File: config.mk
export PLATFORM = sky130hd
export DESIGN_NAME = thruster_command_interlock_unit
export DESIGN_NICKNAME = d
export VERILOG_FILES = /design/src/hdl/tci_pkg.sv /design/src/hdl/tci_front.sv /design/src/hdl/tci_back.sv /design/src/hdl/thruster_command_interlock_unit.sv
export SDC_FILE = /design/constraint.sdc
export NUM_CORES = 1
export LEC_CHECK = 0
export ABC_AREA = 1
export ABC_CLOCK_PERIOD_IN_PS = 9100
export BUFFER_PORTS_ARGS = -buffer_cell sky130_fd_sc_hd__buf_2
export CAP_MARGIN = 20
export CORE_AREA = 2 2 253 192
export DETAILED_ROUTE_END_ITERATION = 7
export DIE_AREA = 0 0 255 194
export HOLD_SLACK_MARGIN = 0.15
export PLACE_DENSITY_LB_ADDON = 0.3
export SKIP_CTS_REPAIR_TIMING = 1
export SYNTH_ARGS = -nofsm -noshare
export SYNTH_HDL_FRONTEND = slang
export SYNTH_SLANG_ARGS = --single-unit
export TNS_END_PERCENT = 100
File: constraint.sdc
create_clock -name clk -period 9.1 [get_ports clk]
set_input_delay 0.455 -clock clk [delete_from_list [all_inputs] [get_ports clk]]
set_output_delay 0.455 -clock clk [all_outputs]
set_load 0.1 [all_outputs]
File: src/hdl/tci_pkg.sv
// Package for the thruster command interlock: request codes, payload structs,
// the front-to-back job record and the pulse arithmetic. No dependencies.
`timescale 1ns / 1ps
package tci_pkg;

	localparam logic [3:0] CHAN_BASE = 4'd10;
	localparam int PULSE_STEP_US = 5;
	localparam int QDEPTH = 2;

	typedef enum logic [3:0] {
		REQ_INIT = 4'd0, REQ_HORIZ_EN = 4'd1, REQ_SYNC_EN = 4'd2, REQ_VBASE = 4'd3,
		REQ_VSET = 4'd4, REQ_HBASE = 4'd5, REQ_HSET = 4'd6, REQ_STOPALL = 4'd7,
		REQ_MOVEALL = 4'd8, REQ_STOPV = 4'd9, REQ_MOVEV = 4'd10, REQ_STOPH = 4'd11,
		REQ_MOVEH = 4'd12, REQ_VAPPLY = 4'd13, REQ_GETBASE = 4'd14, REQ_GETREAL = 4'd15
	} req_t;

	typedef enum logic [1:0] {
		ST_OK = 2'd0, ST_BAD_ARG = 2'd1, ST_NOT_READY = 2'd2, ST_SAFETY = 2'd3
	} status_t;

	typedef enum logic [1:0] {
		CFG_CMD_MIN = 2'd0, CFG_CMD_MAX = 2'd1, CFG_NEUTRAL = 2'd2
	} cfg_idx_t;

	typedef struct packed {
		logic [3:0]        req_type;
		logic [3:0]        channel;
		logic              enable;
		logic signed [7:0] command_a;
		logic signed [7:0] command_b;
		logic signed [7:0] command_c;
		logic signed [7:0] command_d;
	} in_item_t;

	typedef struct packed {
		logic [1:0]        status;
		logic              write_valid;
		logic [3:0]        out_channel;
		logic [11:0]       pwm_width;
		logic signed [7:0] read_value;
		logic              last;
	} out_item_t;

	// job: either one answer, or a run of writes
	typedef struct packed {
		logic              is_run;
		logic [1:0]        status;
		logic signed [7:0] read_value;
		logic [2:0]        idx0;
		logic [2:0]        count;
		logic signed [7:0] cmd0;
		logic signed [7:0] cmd1;
		logic signed [7:0] cmd2;
		logic signed [7:0] cmd3;
		logic signed [7:0] cmd4;
		logic signed [7:0] cmd5;
	} job_t;

	function automatic logic [11:0] pulse_of(logic [11:0] neutral, logic signed [7:0] cmd);
		logic signed [14:0] p;
		begin
			p = $signed({3'b000, neutral}) + 15'(PULSE_STEP_US) * 15'(cmd);
			if (p < 0)
				pulse_of = 12'd0;
			else if (p > 15'sd4095)
				pulse_of = 12'hFFF;
			else
				pulse_of = p[11:0];
		end
	endfunction

endpackage

File: src/hdl/tci_front.sv
// Front part: accepts requests, checks interlocks, updates state and emits
// one job per request into the queue. Depends on tci_pkg.
`timescale 1ns / 1ps
module tci_front (
	input  logic             clk,
	input  logic             arst_n,
	input  logic             take,
	input  tci_pkg::in_item_t item,
	input  logic signed [7:0] cmd_min,
	input  logic [6:0]       cmd_max,
	output tci_pkg::job_t    job
);
	import tci_pkg::*;

	logic ready_q, all_q, vst_q, hst_q, vmode_q, hmode_q;
	logic signed [7:0] vbase_q, svbase_q, hbase_q;
	logic signed [7:0] vind_q [4];
	logic signed [7:0] hind_q [2];
	logic signed [7:0] app_q [6];

	logic ready_d, all_d, vst_d, hst_d, vmode_d, hmode_d;
	logic signed [7:0] vbase_d, svbase_d, hbase_d;
	logic signed [7:0] vind_d [4];
	logic signed [7:0] hind_d [2];
	logic signed [7:0] app_d [6];
	logic signed [7:0] cm [6];
	logic commit;

	function automatic logic vok(logic signed [7:0] c, logic signed [7:0] mn, logic [6:0] mx);
		vok = (c >= mn) && ($signed({c[7], c}) <= $signed({2'b00, mx}));
	endfunction

	always_comb begin
		logic vb, hb, ok;
		logic [3:0] rel;
		vb = all_q | vst_q;
		hb = all_q | hst_q;
		rel = item.channel - CHAN_BASE;
		ready_d = ready_q; all_d = all_q; vst_d = vst_q; hst_d = hst_q;
		vmode_d = vmode_q; hmode_d = hmode_q;
		vbase_d = vbase_q; svbase_d = svbase_q; hbase_d = hbase_q;
		vind_d = vind_q; hind_d = hind_q; app_d = app_q;
		for (int i = 0; i < 6; i++)
			cm[i] = 8'sd0;
		job = '0;
		job.status = ST_OK;
		commit = 1'b0;
		ok = 1'b1;
		unique case (req_t'(item.req_type))
			REQ_VSET:
				ok = item.channel >= CHAN_BASE && item.channel <= CHAN_BASE + 4'd3
					&& vok(item.command_a, cmd_min, cmd_max);
			REQ_HSET:
				ok = item.channel >= CHAN_BASE + 4'd4 && item.channel <= CHAN_BASE + 4'd5
					&& vok(item.command_a, cmd_min, cmd_max);
			REQ_VBASE, REQ_HBASE:
				ok = vok(item.command_a, cmd_min, cmd_max);
			REQ_GETBASE, REQ_GETREAL:
				ok = item.channel >= CHAN_BASE && item.channel <= CHAN_BASE + 4'd5;
			default: ok = 1'b1;
		endcase
		if (req_t'(item.req_type) == REQ_INIT) begin
			if (!vok(8'sd0, cmd_min, cmd_max)) begin
				job.status = ST_BAD_ARG;
				ready_d = 1'b0;
			end else begin
				ready_d = 1'b1; all_d = 1'b0; vst_d = 1'b0; hst_d = 1'b0;
				vmode_d = 1'b1; hmode_d = 1'b1;
				vbase_d = '0; svbase_d = '0; hbase_d = '0;
				for (int i = 0; i < 4; i++) vind_d[i] = '0;
				for (int i = 0; i < 2; i++) hind_d[i] = '0;
				job.is_run = 1'b1; job.count = 3'd6; job.idx0 = 3'd0;
				commit = 1'b1;
			end
		end else if (!ok) begin
			job.status = ST_BAD_ARG;
		end else if (!ready_q) begin
			job.status = ST_NOT_READY;
		end else begin
			unique case (req_t'(item.req_type))
				REQ_HORIZ_EN: begin
					if (item.enable != vmode_q) begin
						if (item.enable) begin
							vbase_d = svbase_q; vmode_d = 1'b1;
							if (!vb) begin
								for (int i = 0; i < 4; i++) cm[i] = svbase_q;
								job.is_run = 1'b1; job.count = 3'd4; commit = 1'b1;
							end
						end else begin
							svbase_d = vbase_q;
							if (!vb)
								for (int i = 0; i < 4; i++) vind_d[i] = app_q[i];
							vmode_d = 1'b0;
						end
					end
				end
				REQ_SYNC_EN: begin
					if (item.enable != hmode_q) begin
						hmode_d = item.enable;
						if (!hb) begin
							cm[0] = item.enable ? hbase_q : hind_q[0];
							cm[1] = item.enable ? hbase_q : hind_q[1];
							job.is_run = 1'b1; job.count = 3'd2; job.idx0 = 3'd4;
							commit = 1'b1;
						end
					end
				end
				REQ_VBASE: begin
					if (vb) job.status = ST_SAFETY;
					else begin
						for (int i = 0; i < 4; i++) cm[i] = item.command_a;
						if (vmode_q) vbase_d = item.command_a;
						else for (int i = 0; i < 4; i++) vind_d[i] = item.command_a;
						job.is_run = 1'b1; job.count = 3'd4; commit = 1'b1;
					end
				end
				REQ_VSET: begin
					if (vb || vmode_q) job.status = ST_SAFETY;
					else begin
						vind_d[rel[1:0]] = item.command_a;
						cm[0] = item.command_a;
						job.is_run = 1'b1; job.count = 3'd1; job.idx0 = rel[2:0];
						commit = 1'b1;
					end
				end
				REQ_HBASE: begin
					if (hb) job.status = ST_SAFETY;
					else begin
						cm[0] = item.command_a; cm[1] = item.command_a;
						if (hmode_q) hbase_d = item.command_a;
						else begin
							hind_d[0] = item.command_a; hind_d[1] = item.command_a;
						end
						job.is_run = 1'b1; job.count = 3'd2; job.idx0 = 3'd4;
						commit = 1'b1;
					end
				end
				REQ_HSET: begin
					if (hb || hmode_q) job.status = ST_SAFETY;
					else begin
						hind_d[rel[0]] = item.command_a;
						cm[0] = item.command_a;
						job.is_run = 1'b1; job.count = 3'd1; job.idx0 = rel[2:0];
						commit = 1'b1;
					end
				end
				REQ_STOPALL: begin
					all_d = 1'b1; job.is_run = 1'b1; job.count = 3'd6; commit = 1'b1;
				end
				REQ_MOVEALL: all_d = 1'b0;
				REQ_STOPV: begin
					vst_d = 1'b1; job.is_run = 1'b1; job.count = 3'd4; commit = 1'b1;
				end
				REQ_MOVEV: vst_d = 1'b0;
				REQ_STOPH: begin
					hst_d = 1'b1; job.is_run = 1'b1; job.count = 3'd2; job.idx0 = 3'd4;
					commit = 1'b1;
				end
				REQ_MOVEH: hst_d = 1'b0;
				REQ_VAPPLY: begin
					if (!vmode_q || vb) job.status = ST_SAFETY;
					else begin
						cm[0] = item.command_a; cm[1] = item.command_b;
						cm[2] = item.command_c; cm[3] = item.command_d;
						job.is_run = 1'b1; job.count = 3'd4; commit = 1'b1;
					end
				end
				REQ_GETBASE: begin
					if (rel <= 4'd3) begin
						if (!vmode_q) job.status = ST_SAFETY;
						else job.read_value = vbase_q;
					end else begin
						if (!hmode_q) job.status = ST_SAFETY;
						else job.read_value = hbase_q;
					end
				end
				REQ_GETREAL: job.read_value = app_q[rel[2:0]];
				default: ;
			endcase
		end
		if (commit) begin
			for (int i = 0; i < 6; i++)
				if (3'(i) < job.count && !vok(cm[i], cmd_min, cmd_max))
					commit = 1'b0;
			if (!commit) begin
				job = '0;
				job.status = ST_BAD_ARG;
				ready_d = ready_q; all_d = all_q; vst_d = vst_q; hst_d = hst_q;
				vmode_d = vmode_q; hmode_d = hmode_q;
				vbase_d = vbase_q; svbase_d = svbase_q; hbase_d = hbase_q;
				vind_d = vind_q; hind_d = hind_q;
			end else begin
				for (int i = 0; i < 6; i++)
					if (3'(i) < job.count)
						app_d[3'(job.idx0 + 3'(i))] = cm[i];
			end
		end
		job.cmd0 = cm[0]; job.cmd1 = cm[1]; job.cmd2 = cm[2];
		job.cmd3 = cm[3]; job.cmd4 = cm[4]; job.cmd5 = cm[5];
	end

	always_ff @(posedge clk or negedge arst_n) begin
		if (!arst_n) begin
			ready_q <= 1'b0; all_q <= 1'b0; vst_q <= 1'b0; hst_q <= 1'b0;
			vmode_q <= 1'b0; hmode_q <= 1'b0;
			vbase_q <= '0; svbase_q <= '0; hbase_q <= '0;
			for (int i = 0; i < 4; i++) vind_q[i] <= '0;
			for (int i = 0; i < 2; i++) hind_q[i] <= '0;
			for (int i = 0; i < 6; i++) app_q[i] <= '0;
		end else if (take) begin
			ready_q <= ready_d; all_q <= all_d; vst_q <= vst_d; hst_q <= hst_d;
			vmode_q <= vmode_d; hmode_q <= hmode_d;
			vbase_q <= vbase_d; svbase_q <= svbase_d; hbase_q <= hbase_d;
			vind_q <= vind_d; hind_q <= hind_d; app_q <= app_d;
		end
	end
endmodule

File: src/hdl/tci_back.sv
// Back part: job queue and result sequencer; expands runs into pulse writes
// through an output register. Depends on tci_pkg.
`timescale 1ns / 1ps
module tci_back (
	input  logic              clk,
	input  logic              arst_n,
	input  logic              push_job,
	input  tci_pkg::job_t     job,
	output logic              full,
	input  logic [11:0]       neutral,
	input  logic              pop,
	output logic              empty,
	output tci_pkg::out_item_t result
);
	import tci_pkg::*;

	job_t q_q [QDEPTH];
	logic wp_q, rp_q;
	logic [1:0] cnt_q;
	logic [2:0] step_q;
	logic out_v_q;
	out_item_t out_q;
	logic head_v, advance, done, rd;
	job_t h;
	logic signed [7:0] c;

	assign full = (cnt_q == 2'(QDEPTH));
	assign head_v = (cnt_q != 2'd0);
	assign h = q_q[rp_q];
	assign advance = head_v && (!out_v_q || pop);
	assign done = !h.is_run || (step_q + 3'd1 == h.count);
	assign rd = advance && done;
	assign empty = !out_v_q;
	assign result = out_q;

	always_comb begin
		unique case (step_q)
			3'd0: c = h.cmd0;
			3'd1: c = h.cmd1;
			3'd2: c = h.cmd2;
			3'd3: c = h.cmd3;
			3'd4: c = h.cmd4;
			default: c = h.cmd5;
		endcase
	end

	always_ff @(posedge clk) begin
		if (push_job)
			q_q[wp_q] <= job;
		if (advance) begin
			out_q.status <= h.status;
			out_q.write_valid <= h.is_run;
			out_q.out_channel <= h.is_run ? CHAN_BASE + 4'(h.idx0) + 4'(step_q) : 4'd0;
			out_q.pwm_width <= h.is_run ? pulse_of(neutral, c) : 12'd0;
			out_q.read_value <= h.is_run ? 8'sd0 : h.read_value;
			out_q.last <= done;
		end
	end

	always_ff @(posedge clk or negedge arst_n) begin
		if (!arst_n) begin
			wp_q <= 1'b0; rp_q <= 1'b0; cnt_q <= '0; step_q <= '0; out_v_q <= 1'b0;
		end else begin
			if (push_job) wp_q <= wp_q + 1'b1;
			if (rd) rp_q <= rp_q + 1'b1;
			cnt_q <= cnt_q + 2'(push_job) - 2'(rd);
			if (advance) step_q <= done ? 3'd0 : step_q + 3'd1;
			if (advance) out_v_q <= 1'b1;
			else if (pop) out_v_q <= 1'b0;
		end
	end

`ifndef SYNTHESIS
	a_cnt: assert property (@(posedge clk) disable iff (!arst_n) cnt_q <= 2'(QDEPTH))
		else $error("queue count overflow");
	a_step: assert property (@(posedge clk) disable iff (!arst_n)
		head_v && h.is_run |-> step_q < h.count)
		else $error("step beyond run");
	a_hold: assert property (@(posedge clk) disable iff (!arst_n)
		out_v_q && !pop |=> $stable(out_q))
		else $error("result changed while held");
`endif
endmodule

File: src/hdl/thruster_command_interlock_unit.sv
// Top level of the thruster command interlock: configuration registers,
// front checker and back sequencer. Depends on tci_pkg, tci_front, tci_back.
// A request is taken when the two-entry job queue has room; it yields one
// result, or one pulse write per channel (up to six), one per cycle from the
// back sequencer while its output is free or popped; requests queue behind a run.
`timescale 1ns / 1ps
module thruster_command_interlock_unit (
	input  logic               clk,
	input  logic               arst_n,
	input  logic               push,
	output logic               full,
	input  tci_pkg::in_item_t  in_item,
	output logic               empty,
	input  logic               pop,
	output tci_pkg::out_item_t out_item,
	input  logic               cfg_valid,
	output logic               cfg_ready,
	input  logic [1:0]         cfg_index,
	input  logic [11:0]        cfg_data
);
	import tci_pkg::*;

	logic signed [7:0] cmd_min_q;
	logic [6:0] cmd_max_q;
	logic [11:0] neutral_q;
	logic take;
	job_t job;

	assign cfg_ready = 1'b1;
	assign take = push && !full;

	always_ff @(posedge clk or negedge arst_n) begin
		if (!arst_n) begin
			cmd_min_q <= -8'sd100; cmd_max_q <= 7'd100; neutral_q <= 12'd1500;
		end else if (cfg_valid) begin
			unique case (cfg_idx_t'(cfg_index))
				CFG_CMD_MIN: cmd_min_q <= cfg_data[7:0];
				CFG_CMD_MAX: cmd_max_q <= cfg_data[6:0];
				CFG_NEUTRAL: neutral_q <= cfg_data;
				default: ;
			endcase
		end
	end

	tci_front u_front (.clk, .arst_n, .take, .item(in_item),
		.cmd_min(cmd_min_q), .cmd_max(cmd_max_q), .job);

	tci_back u_back (.clk, .arst_n, .push_job(take), .job, .full,
		.neutral(neutral_q), .pop, .empty, .result(out_item));
endmodule
==> results of run 1 <==
==> registers in the layout, indices dropped and copies added (netlist names), 2 cells and up <==
name	cells
u_front.vbase_q	8
u_front.hind_q	16
u_back.step_q	3
u_back.cnt_q	2
neutral_q	12
cmd_min_q	8
u_back.q_q	98
u_back.result	28
u_front.app_q	48
u_front.hbase_q	8
cmd_max_q	7
u_front.svbase_q	8
==> logic make-up (layout without fill, tap and decap cells) <==
family	Yosys count	count (layout)
AO/OA/AOI/OAI	383	383
XOR/XNOR	19	19
adder cells (fa/ha/maj)	124	124
buffers and inverters	300	397
flip-flops	255	255
multiplexers	4	4
other	1	1
AND/OR/NAND/NOR	998	998
==> worst max-delay path by stage <==
stage          depth (start not counted)  slack, ns                  end
3_3_place_gp                          29       2.52  u_front.svbase_q[7]
2_1_floorplan                         29       4.78    u_back.q_q[0][38]
4_1_cts                               28       2.43  u_front.svbase_q[3]
5_1_grt                               28       1.85  u_front.svbase_q[4]
6_report                              28       2.16  u_front.svbase_q[0]
3_5_place_dp                          29       2.30  u_front.svbase_q[0]
==> Yosys cell counts (4+ instances only) <==
master and n:
sky130_fd_sc_hd__ha_1 116, sky130_fd_sc_hd__o22ai_1 11, sky130_fd_sc_hd__xnor2_1 5, sky130_fd_sc_hd__nand3_1 100, sky130_fd_sc_hd__nand2_2 7, sky130_fd_sc_hd__inv_1 224, sky130_fd_sc_hd__edfxtp_1 126, sky130_fd_sc_hd__o211ai_1 35
sky130_fd_sc_hd__nor2_2 6, sky130_fd_sc_hd__o2111ai_1 9, sky130_fd_sc_hd__a21oi_1 97, sky130_fd_sc_hd__o21ai_0 174, sky130_fd_sc_hd__buf_2 13, sky130_fd_sc_hd__o21ai_1 24, sky130_fd_sc_hd__nor3_1 25, sky130_fd_sc_hd__dfstp_2 14
sky130_fd_sc_hd__inv_2 11, sky130_fd_sc_hd__nor2_1 227, sky130_fd_sc_hd__a31oi_1 4, sky130_fd_sc_hd__nand2_1 597, sky130_fd_sc_hd__nand4_1 12, sky130_fd_sc_hd__buf_4 4, sky130_fd_sc_hd__nor2_4 6, sky130_fd_sc_hd__fa_1 8
sky130_fd_sc_hd__dfrtp_1 115, sky130_fd_sc_hd__clkbuf_1 44, sky130_fd_sc_hd__xor2_1 14, sky130_fd_sc_hd__a22oi_1 13
==> worst max-delay path, delay by kind of cell (launching register included) <==
kind	cells	cell delay, ns
buffers and inverters	3	0.58
AO/OA/AOI/OAI	4	0.93
AND/OR/NAND/NOR	19	4.00
adder cells (fa/ha/maj)	2	0.77
flip-flops	1	0.53
==> metrics by stage <==
stage                     util (%)  hold slack, ns  total power, W  area (sq um)  cells
after floorplan                  -           0.159         0.00406         16300   2084
after global placement        36.9           0.457         0.00472         17400   2760
after detailed placement      37.0           0.459         0.00479         17400   2761
after CTS                     39.0         -0.0751         0.00603         18400   2813
after global routing          39.2           0.189         0.00649         18400   2820
final                         39.2           0.170         0.00601         18400   2820
==> power by group <==
group	switching, W	internal (W)	leakage (nW)
sequential	0.000144	0.00160	2.90
clock	0.000522	0.000700	0.478
combinational	0.00214	0.000905	5.39
total	0.00281	0.00321	8.78
==> cell type report <==
type                            instances  area, sq um
Clock inverter                         19          231
Multi-Input combinational cell       1529         8120
Sequential cell                       255         7030
Tap cell                              639          800
Fill cell                            4883        28600
Clock buffer                           33          739
Inverter                              238          893
Timing Repair Buffer                  107          624
==> layer usage <==
layer  track usage, %  up-vias  wire length, microns  share of wire, %
met1             35.2     7209                 26900                46
met4             5.35        0                  1300               2.2
li1                 -     7067                     -                 -
met2             34.0      656                 24400                42
met3             4.03       86                  5260               9.1
met5                0        -                     0                 0
==> PnR_summary.wiki, run 1 <==
{| class="wikitable"
! Metric !! Value
|-
| Top-level I/O count || slightly above 90
|-
| Slew @ Worst Pin || 1.20 ns
|-
| Upper clock frequency limit || 0.144 GHz
|-
| Initial DRT Pass Iterations || 8
|-
| Worst Hold Path EP || cmd_max_q[5]
|-
| Number of vias in the routed layout || 15,000
|-
| Final worst clock skew || 0.0176 ns
|-
| Clock buffer count from CTS || 28
|-
| Critical Path Most Common Cell || sky130_fd_sc_hd__nand2_1
|-
| Arrival time at the worst endpoint || 7.42 ns
|-
| Placeable core region || 0.0471 sq mm
|-
| Count of cells along the worst register-to-register path || 28
|-
| Mux share of post-synthesis cell area || 0.269%
|-
| Netlist area before placement || 0.0163 sq mm
|-
| Setup Total Neg Slack || 0 ns
|-
| Global-route wire length before repair || just under 90,000 microns
|-
| ANT cells || 0
|-
| Setup repair after global routing missed its margin || false
|-
| Leak Pwr || about 8.8 nW
|-
| Combinational family with the most area after synthesis || simple AND/OR/NAND/NOR gates
|-
| TritonCTS clock tree || built
|-
| Iter 0 DRT Violations || 1,596
|-
| Library cell occupying the most area in the post-synthesis netlist || sky130_fd_sc_hd__edfxtp_1
|-
| Fraction of final layout cells with drive strength greater than 1 || 9.63%
|-
| Status || finished clean
|-
| Endpoint of the lowest-slack register-to-register path || u_front.svbase_q[0]
|-
| Height of the chip || between 150 and 200 microns
|-
| Peak supply drop || approximately 0.23 mV
|-
| Leading cell type in the layout, fill and taps excluded || sky130_fd_sc_hd__nand2_1
|-
| Maximum fanout count along the critical path || 21
|-
| GPL Wtd Cong || around 0.94
|-
| Setup crit end kind || register
|-
| Period utilization || 76.2%
|-
| Clock latency of the later-clocked register in the worst-skew pair || about 0.60 ns
|-
| Hold path startpoint || cfg_data[5]
|-
| Aggregate global-route resource usage || 23.2%
|-
| Power Density || 326 mW/mm^2
|-
| Simple-gate area share of the yosys netlist || 25.3%
|-
| CTS Root Buffer Type || sky130_fd_sc_hd__clkbuf_16
|-
| Hold Vio Cnt, Final || 0
|-
| Kind of start point of the critical path || register
|-
| Starting Density || between 30% and 40%
|-
| Largest net degree at the start of global routing || 68
|-
| Critical R2R Launch || cmd_min_q[7]
|-
| Final setup vio count || 0
|-
| Post-Synthesis Net Count || 2,268
|-
| Top FF cell, synth || sky130_fd_sc_hd__edfxtp_1
|-
| Detailed-route vias per instance || 5.33
|-
| Main area contributors after synthesis || sky130_fd_sc_hd__edfxtp_1, sky130_fd_sc_hd__dfrtp_1, sky130_fd_sc_hd__nand2_1, sky130_fd_sc_hd__ha_1, sky130_fd_sc_hd__o21ai_0
|-
| Timing startpoint of the critical path || cmd_min_q[7]
|-
| Share of flip-flops with an asynchronous set or reset || roughly 50%
|-
| H-tree depth || 1
|-
| Post-Synthesis Mean Instance Area || 7.82 sq um
|-
| Stage delay of the slowest cell on the critical path || 0.73 ns
|-
| Adder-cell share of the synthesized area || 9.89%
|-
| Number of port buffers || 89
|-
| Worst Path Class, Setup || reg2reg
|-
| Residual DRC count || 0
|-
| Slack of the worst reg-to-reg path || roughly 2.2 ns
|-
| Worst setup margin || 2.16 ns
|-
| Maximum number of buffers from clock root to sink || 3
|-
| Antenna-violating nets left || 0
|-
| Hold Path Stages || 3
|-
| Distinct cell type count of the synthesized netlist || 53
|-
| Min-Delay Path Class || in2reg
|-
| Slowest-stage cell, CP || sky130_fd_sc_hd__nand2_1
|-
| Vias in the first global route || 14,000
|-
| Residual overflow from global routing || 0
|-
| Clock sinks || 255
|-
| Compound-gate portion of the synthesized area || 13.1%
|-
| Commonest cells after routing, fill and taps aside || sky130_fd_sc_hd__nand2_1, sky130_fd_sc_hd__nor2_1, sky130_fd_sc_hd__inv_1
|-
| Total number of placement rows || 69
|-
| Initial antenna violation count || 0
|-
| Proportion of netlist area held by the largest area contributor || between 20% and 30%
|-
| Max-slew violation count || 0
|-
| Number of storage elements in the synthesis netlist || ~260
|-
| Final HPWL from detailed placement || 42,400 microns
|-
| Area growth syn-to-layout || 13.2%
|-
| Die boundary width || 255 microns
|-
| MaxCap Viol Count || 0
|-
| Average routed wire per standard cell || 20.5 microns
|-
| Worst-case setup slack after placement || 2.30 ns
|-
| Number of cells produced by synthesis || 2,084
|-
| Die Area || 0.0495 sq mm
|-
| Worst slew slack as a fraction of its limit || approximately a fifth
|-
| Final layout net count || 2,343
|-
| Fraction of the yosys area taken by sequential cells || 43.2%
|-
| Data required, critical path || 9.58 ns
|-
| EDFF count, synth || 126
|-
| Post-Route WL || 57,800 microns
|-
| Xor and xnor fraction of the mapped netlist area || 1.02%
|-
| Post-layout min period || 6.94 ns
|-
| YS warnings || 0
|-
| Clock transition time at the flip-flop clock pins of the worst setup and hold paths || 0.07 ns
|}
Note: power is estimated with default switching activity, not from simulation.
==> run 2, diff against run 1 <==
--- a/config.mk
+++ b/config.mk
@@ -6,7 +6,7 @@
 export NUM_CORES = 1
 export LEC_CHECK = 0
 export ABC_AREA = 1
-export ABC_CLOCK_PERIOD_IN_PS = 9100
+export ABC_CLOCK_PERIOD_IN_PS = 7000
 export BUFFER_PORTS_ARGS = -buffer_cell sky130_fd_sc_hd__buf_2
 export CAP_MARGIN = 20
 export CORE_AREA = 2 2 253 192
==> constraint.sdc (replaced) <==
create_clock -name clk -period 7 [get_ports clk]
set_input_delay 0.35 -clock clk [delete_from_list [all_inputs] [get_ports clk]]
set_output_delay 0.35 -clock clk [all_outputs]
set_load 0.1 [all_outputs]
==> run 2 against run 1 <==
- worst setup slack got worse by 0.98 ns
- design area rose by 1.0%
- critical path type unchanged
- register-to-register slack got worse by 0.98 ns
- sequential power rose by 31%
- cell count rose by 0.82%
- die area did not move
- critical endpoint is now u_back.q_q[0][44]
- clock skew rose by 0.012 ns
- worst hold slack got worse by 0.016 ns
- routed wire length fell by 1.4%
- first-iteration DRC count fell by 7.0%
- fmax rose by 19%
- combinational power rose by 29%
==> PnR_summary.wiki, run 2 (synthesis gave the netlist of run 1 again) <==
{| class="wikitable"
! Metric !! Value
|-
| Status || finished clean
|-
| ANT cells || 0
|-
| Initial DRT Pass Iterations || 5
|-
| Post-Route WL || 57,000 microns
|-
| Iter 0 DRT Violations || approximately 1,500
|-
| CTS Root Buffer Type || sky130_fd_sc_hd__clkbuf_16
|-
| Worst Path Class, Setup || reg2reg
|-
| Largest delay contributor family on the critical path || simple AND/OR/NAND/NOR gates
|-
| Commonest cells after routing, fill and taps aside || sky130_fd_sc_hd__nand2_1, sky130_fd_sc_hd__nor2_1, sky130_fd_sc_hd__inv_1
|-
| Clock transition time at the flip-flop clock pins of the worst setup and hold paths || 0.07 ns
|-
| Final layout net count || 2,365
|-
| Clock sinks || 255
|-
| Placeable core region || 0.0471 sq mm
|-
| Final setup vio count || 0
|-
| Post-layout min period || 5.81 ns
|-
| Die Area || 0.0495 sq mm
|-
| Global-route wire length before repair || 85,700 microns
|-
| Buffers & Inverters on Critical Path || 5
|-
| Vias in the first global route || between 10,000 and 15,000
|-
| Leak Pwr || 8.86 nW
|-
| Final worst clock skew || 0.0295 ns
|-
| Switching power || 0.00365 W
|-
| Register ranked first by flip-flop count || u_back.q_q
|-
| Slack of the worst reg-to-reg path || 1.19 ns
|-
| Area growth syn-to-layout || 14.3%
|-
| Timing startpoint of the critical path || cmd_max_q[5]
|-
| Arrival time at the worst endpoint || between 6 and 7 ns
|-
| Maximum number of buffers from clock root to sink || 3
|-
| Stage delay of the slowest cell on the critical path || 0.52 ns
|-
| Leading cell type in the layout, fill and taps excluded || sky130_fd_sc_hd__nand2_1
|-
| Hold path startpoint || in_item[39]
|-
| Switching power share of the total || 46.6%
|-
| Number of vias in the routed layout || roughly 15,000
|-
| Setup Total Neg Slack || 0 ns
|-
| Data required, critical path || 7.38 ns
|-
| Kind of start point of the critical path || register
|-
| Peak supply drop || 0.304 mV
|-
| Residual overflow from global routing || 0
|-
| Largest net degree at the start of global routing || 68
|-
| Average routed wire per standard cell || 20.1 microns
|-
| Fraction of final layout cells with drive strength greater than 1 || between 10% and 20%
|-
| Max-slew violation count || 0
|-
| Number of port buffers || roughly 90
|-
| Period utilization || 83.1%
|-
| Clock buffer count from CTS || 29
|-
| Clock power frac || 20.4%
|-
| Antenna-violating nets left || 0
|-
| Total number of placement rows || 69
|-
| Critical R2R Launch || cmd_max_q[5]
|-
| Residual DRC count || 0
|-
| Hold Vio Cnt, Final || 0
|-
| Hold Path Stages || 3
|-
| Worst slew slack as a fraction of its limit || ~29%
|-
| Height of the chip || ~190 microns
|-
| GPL Wtd Cong || 0.945
|-
| H-tree depth || 1
|-
| Final HPWL from detailed placement || about 43,000 microns
|-
| Max FFs per register || just under 100
|-
| Share of total power in sequential cells || 29.3%
|-
| Logic depth of the worst setup path including buffers || 29
|-
| Die boundary width || around 260 microns
|-
| Power Density || 421 mW/mm^2
|-
| Count of cells along the worst register-to-register path || 29
|-
| TritonCTS clock tree || built
|-
| Fraction of the core area covered by cells at the end of the flow || 39.6%
|-
| Internal cell power || between 0.004 and 0.005 W
|-
| Setup crit end kind || register
|-
| Clock latency of the later-clocked register in the worst-skew pair || 0.61 ns
|-
| Starting Density || 34.6%
|-
| Detailed-route vias per instance || 5.28
|-
| Initial antenna violation count || 1
|-
| Slowest-stage cell, CP || sky130_fd_sc_hd__dfstp_2
|-
| Min-Delay Path Class || in2reg
|-
| Aggregate global-route resource usage || 22.9%
|-
| Critical Path Most Common Cell || sky130_fd_sc_hd__nand2_1
|-
| Power share of the combinational group || 50.3%
|-
| Setup repair after global routing missed its margin || false
|-
| MaxCap Viol Count || 0
|-
| Slew @ Worst Pin || 1.06 ns
|-
| Maximum fanout count along the critical path || 21
|-
| Upper clock frequency limit || around 0.17 GHz
|-
| Top-level I/O count || 91
|}
[run 2: layer usage]
metal	up-vias	track usage [%]	routed length, microns	part of all wire [%]
li1	7100	-	-	-
met1	7086	34.3	25800	45
met2	690	31.7	23100	41
met3	132	5.75	5940	10
met4	0	7.62	2120	3.7
met5	-	0	0	0
[run 2: worst reg2reg max path: cells and delay by family (launching register included)]
kind / cells / cell delay [ns]
flops: 1 / 0.52
simple gates: 20 / 2.91
fa+ha+maj: 2 / 0.71
buf+inv: 5 / 0.92
compound gates: 2 / 0.52
[run 2: through the flow]
step	cells	hold WS, ns	total power [W]	worst slack, ns	instance area [sq um]
floorplan	2084	0.0544	0.00528	2.68	16300
global placement	2773	0.431	0.00618	1.37	17500
detailed placement	2774	0.428	0.00624	1.20	17500
CTS	2828	-0.196	0.00787	1.15	18500
global route	2843	0.181	0.00846	0.864	18600
finish	2843	0.154	0.00783	1.19	18600
[run 2: path summary, 6_finish.rpt]
check	endpoint
worst max-delay path	u_back.q_q[0][44]
worst min-delay path	u_front.all_q
worst max register to register	u_back.q_q[0][44]
worst min register to register	u_front.hind_q[7]
max in group asynchronous	u_front.svbase_q[7]
min in group asynchronous	neutral_q[9]
[run 2: cell type report]
| class | count | area [sq um] |
|---|---|---|
| flip-flops and latches | 255 | 7030 |
| fillers | 4896 | 28400 |
| inverters | 238 | 893 |
| well taps | 639 | 800 |
| multi-input cells | 1529 | 8120 |
| repair buffers | 128 | 797 |
| clock inverters | 18 | 204 |
| clock buffers | 36 | 782 |
[run 2: power groups by stage]
stage | clock [W] | combinational (W) | sequential, W
floorplan | 0 | 0.00243 | 0.00285
global placement | 0 | 0.00386 | 0.00232
detailed placement | 0 | 0.00393 | 0.00232
CTS | 0.00163 | 0.00395 | 0.00229
global route | 0.00169 | 0.00444 | 0.00233
finish | 0.00160 | 0.00394 | 0.00229
==> run 3, diff against run 2 <==
--- a/config.mk
+++ b/config.mk
@@ -6,7 +6,7 @@
 export NUM_CORES = 1
 export LEC_CHECK = 0
 export ABC_AREA = 1
-export ABC_CLOCK_PERIOD_IN_PS = 7000
+export ABC_CLOCK_PERIOD_IN_PS = 5200
 export BUFFER_PORTS_ARGS = -buffer_cell sky130_fd_sc_hd__buf_2
 export CAP_MARGIN = 20
 export CORE_AREA = 2 2 253 192
==> constraint.sdc (replaced) <==
create_clock -name clk -period 5.2 [get_ports clk]
set_input_delay 0.26 -clock clk [delete_from_list [all_inputs] [get_ports clk]]
set_output_delay 0.26 -clock clk [all_outputs]
set_load 0.1 [all_outputs]
==> run 3 against run 2 <==
- via count grew 1.2%
- critical path type unchanged
- sequential share of layout area shrank 0.48 points
- clock skew shrank 0.0050 ns
==> PnR_summary.wiki, run 3 (synthesis gave the netlist of run 1 again) <==
{| class="wikitable"
! Metric !! Value
|-
| Fill cell instance count of the final layout || around 4,800
|-
| Power share of the combinational group || 51.6%
|-
| Clock transition time at the flip-flop clock pins of the worst setup and hold paths || 0.06 ns
|-
| Met2 routed WL || 23,700 microns
|-
| Uppermost metal layer occupied by signal nets || met4
|-
| Clock latency of the later-clocked register in the worst-skew pair || 0.59 ns
|-
| Slew @ Worst Pin || 1.10 ns
|-
| Area growth syn-to-layout || 15.8%
|-
| Wire length on met1 || 26,700 microns
|-
| Internal cell power || around 0.0056 W
|-
| Commonest cells after routing, fill and taps aside || sky130_fd_sc_hd__nand2_1, sky130_fd_sc_hd__inv_1, sky130_fd_sc_hd__nor2_1
|-
| Switching power || 0.00487 W
|-
| Status || finished clean
|-
| Number of port buffers || 89
|-
| Routed wl met3 || 5770 microns
|-
| Count of cells along the worst register-to-register path || 29
|-
| Placeable core region || 0.0471 sq mm
|-
| Max FFs per register || 98
|-
| Global-route wire length before repair || 85,900 microns
|-
| Hold Path Stages || 5
|-
| Power Density || 554 mW/mm^2
|-
| Max-slew violation count || 0
|-
| Residual overflow from global routing || 0
|-
| Height of the chip || 194 microns
|-
| Worst slew slack as a fraction of its limit || 26.4%
|-
| Iter 0 DRT Violations || 1,667
|-
| Leading cell type in the layout, fill and taps excluded || sky130_fd_sc_hd__nand2_1
|-
| Min-Delay Path Class || in2reg
|-
| Final layout net count || between 2,000 and 2,500
|-
| Final instance area || 0.0189 sq mm
|-
| Die Area || 0.0495 sq mm
|-
| TritonCTS clock tree || built
|-
| Clock power frac || 19.1%
|-
| Setup repair after global routing missed its margin || false
|-
| Upper clock frequency limit || between 0.2 and 0.25 GHz
|-
| Period utilization || 94.3%
|-
| Aggregate global-route resource usage || 23.1%
|-
| Final HPWL from detailed placement || 43,100 microns
|-
| Detailed-route vias per instance || approximately 5.3
|-
| Hold Vio Cnt, Final || 0
|-
| Number of vias in the routed layout || between 15,000 and 20,000
|-
| Post-layout min period || roughly 4.9 ns
|-
| Kind of start point of the critical path || register
|-
| ANT cells || 0
|-
| Maximum fanout count along the critical path || 15
|-
| Largest net degree at the start of global routing || around 90
|-
| Residual DRC count || 0
|-
| Arrival time at the worst endpoint || 5.35 ns
|-
| Final worst clock skew || 0.0245 ns
|-
| Starting Density || 34.6%
|-
| Top-level I/O count || between 90 and 100
|-
| Post-Route WL || 57,700 microns
|-
| Critical R2R Launch || cmd_min_q[7]
|-
| Clock sinks || 255
|-
| Clock buffer count from CTS || 27
|-
| Worst Path Class, Setup || reg2reg
|-
| Data required, critical path || 5.65 ns
|-
| Timing startpoint of the critical path || cmd_min_q[7]
|-
| Setup Total Neg Slack || 0 ns
|-
| Maximum number of buffers from clock root to sink || 3
|-
| Worst-case setup slack after placement || between 0.05 and 0.06 ns
|-
| Peak supply drop || 0.497 mV
|-
| Fraction of final layout cells with drive strength greater than 1 || roughly an eighth
|-
| Average routed wire per standard cell || 20.0 microns
|-
| Initial antenna violation count || 1
|-
| Layout Cells excl Fill || roughly 2,900
|-
| Slowest-stage cell, CP || sky130_fd_sc_hd__dfstp_2
|-
| Initial DRT Pass Iterations || 6
|-
| Switching power share of the total || 46.6%
|-
| Antenna-violating nets left || 0
|-
| Worst setup margin || roughly 0.29 ns
|-
| H-tree depth || 1
|-
| Die boundary width || about 260 microns
|-
| Vias in the first global route || between 10,000 and 15,000
|-
| Leak Pwr || 9.02 nW
|-
| Total number of placement rows || just under 70
|-
| Register ranked first by flip-flop count || u_back.q_q
|-
| GPL Wtd Cong || around 0.95
|-
| Setup crit end kind || register
|-
| Final setup vio count || 0
|-
| Stage delay of the slowest cell on the critical path || 0.54 ns
|-
| MaxCap Viol Count || 0
|-
| Placement-stage cell area || 0.0178 sq mm
|-
| Hold path startpoint || in_item[11]
|-
| Critical Path Most Common Cell || sky130_fd_sc_hd__nand2_1
|-
| Instance count after placement with tap cells included || ~2,800
|-
| Share of total power in sequential cells || 29.3%
|-
| CTS Root Buffer Type || sky130_fd_sc_hd__clkbuf_16
|}
-- run 3: critical path, delay by kind of cell (launching register included) --
| kind | cells | cell delay (ns) |
|---|---|---|
| adder cells (fa/ha/maj) | 2 | 0.72 |
| AND/OR/NAND/NOR | 17 | 1.99 |
| buffers and inverters | 6 | 0.90 |
| flip-flops | 1 | 0.54 |
| AO/OA/AOI/OAI | 4 | 0.61 |
-- run 3: path summary, 6_finish.rpt --
check / to / slack (ns)
max: u_back.q_q[1][39] / 0.29
min: u_front.app_q[27] / 0.19
max reg2reg: u_back.q_q[1][39] / 0.29
min reg2reg: u_front.hind_q[6] / 0.48
max in group asynchronous: u_front.app_q[10] / 3.71
min in group asynchronous: u_back.rp_q / 0.33
-- run 3: cell type report --
class	instances	area, sq um	area share (%)
clock inverters	13	160	0.849
multi-input cells	1529	8150	43.2
repair buffers	166	1100	5.83
inverters	238	896	4.75
flip-flops and latches	255	7030	37.3
clock buffers	37	723	3.83
well taps	639	800	4.24
-- run 3: power by group through the flow --
stage          Sequential, W  Clock, W  Combinational, W
2_1_floorplan        0.00384         0           0.00327
3_3_place_gp         0.00309         0           0.00525
3_5_place_dp         0.00309         0           0.00532
4_1_cts              0.00305   0.00203           0.00536
5_1_grt              0.00311   0.00212           0.00603
6_report             0.00305   0.00199           0.00539
-- run 3: routing by layer --
layer	GRT usage (%)	vias up
met5	0	-
met4	5.80	0
met3	5.76	84
met2	32.6	678
met1	34.7	7235
li1	-	7184
-- run 3: stage by stage --
| stage | hold WS, ns | total power, W | utilization, % |
|---|---|---|---|
| floorplan | -0.0356 | 0.00711 | - |
| global placement | 0.400 | 0.00833 | 37.7 |
| detailed placement | 0.402 | 0.00841 | 37.8 |
| CTS | -0.207 | 0.0104 | 39.7 |
| global route | 0.219 | 0.0113 | 40.1 |
| finish | 0.189 | 0.0104 | 40.1 |
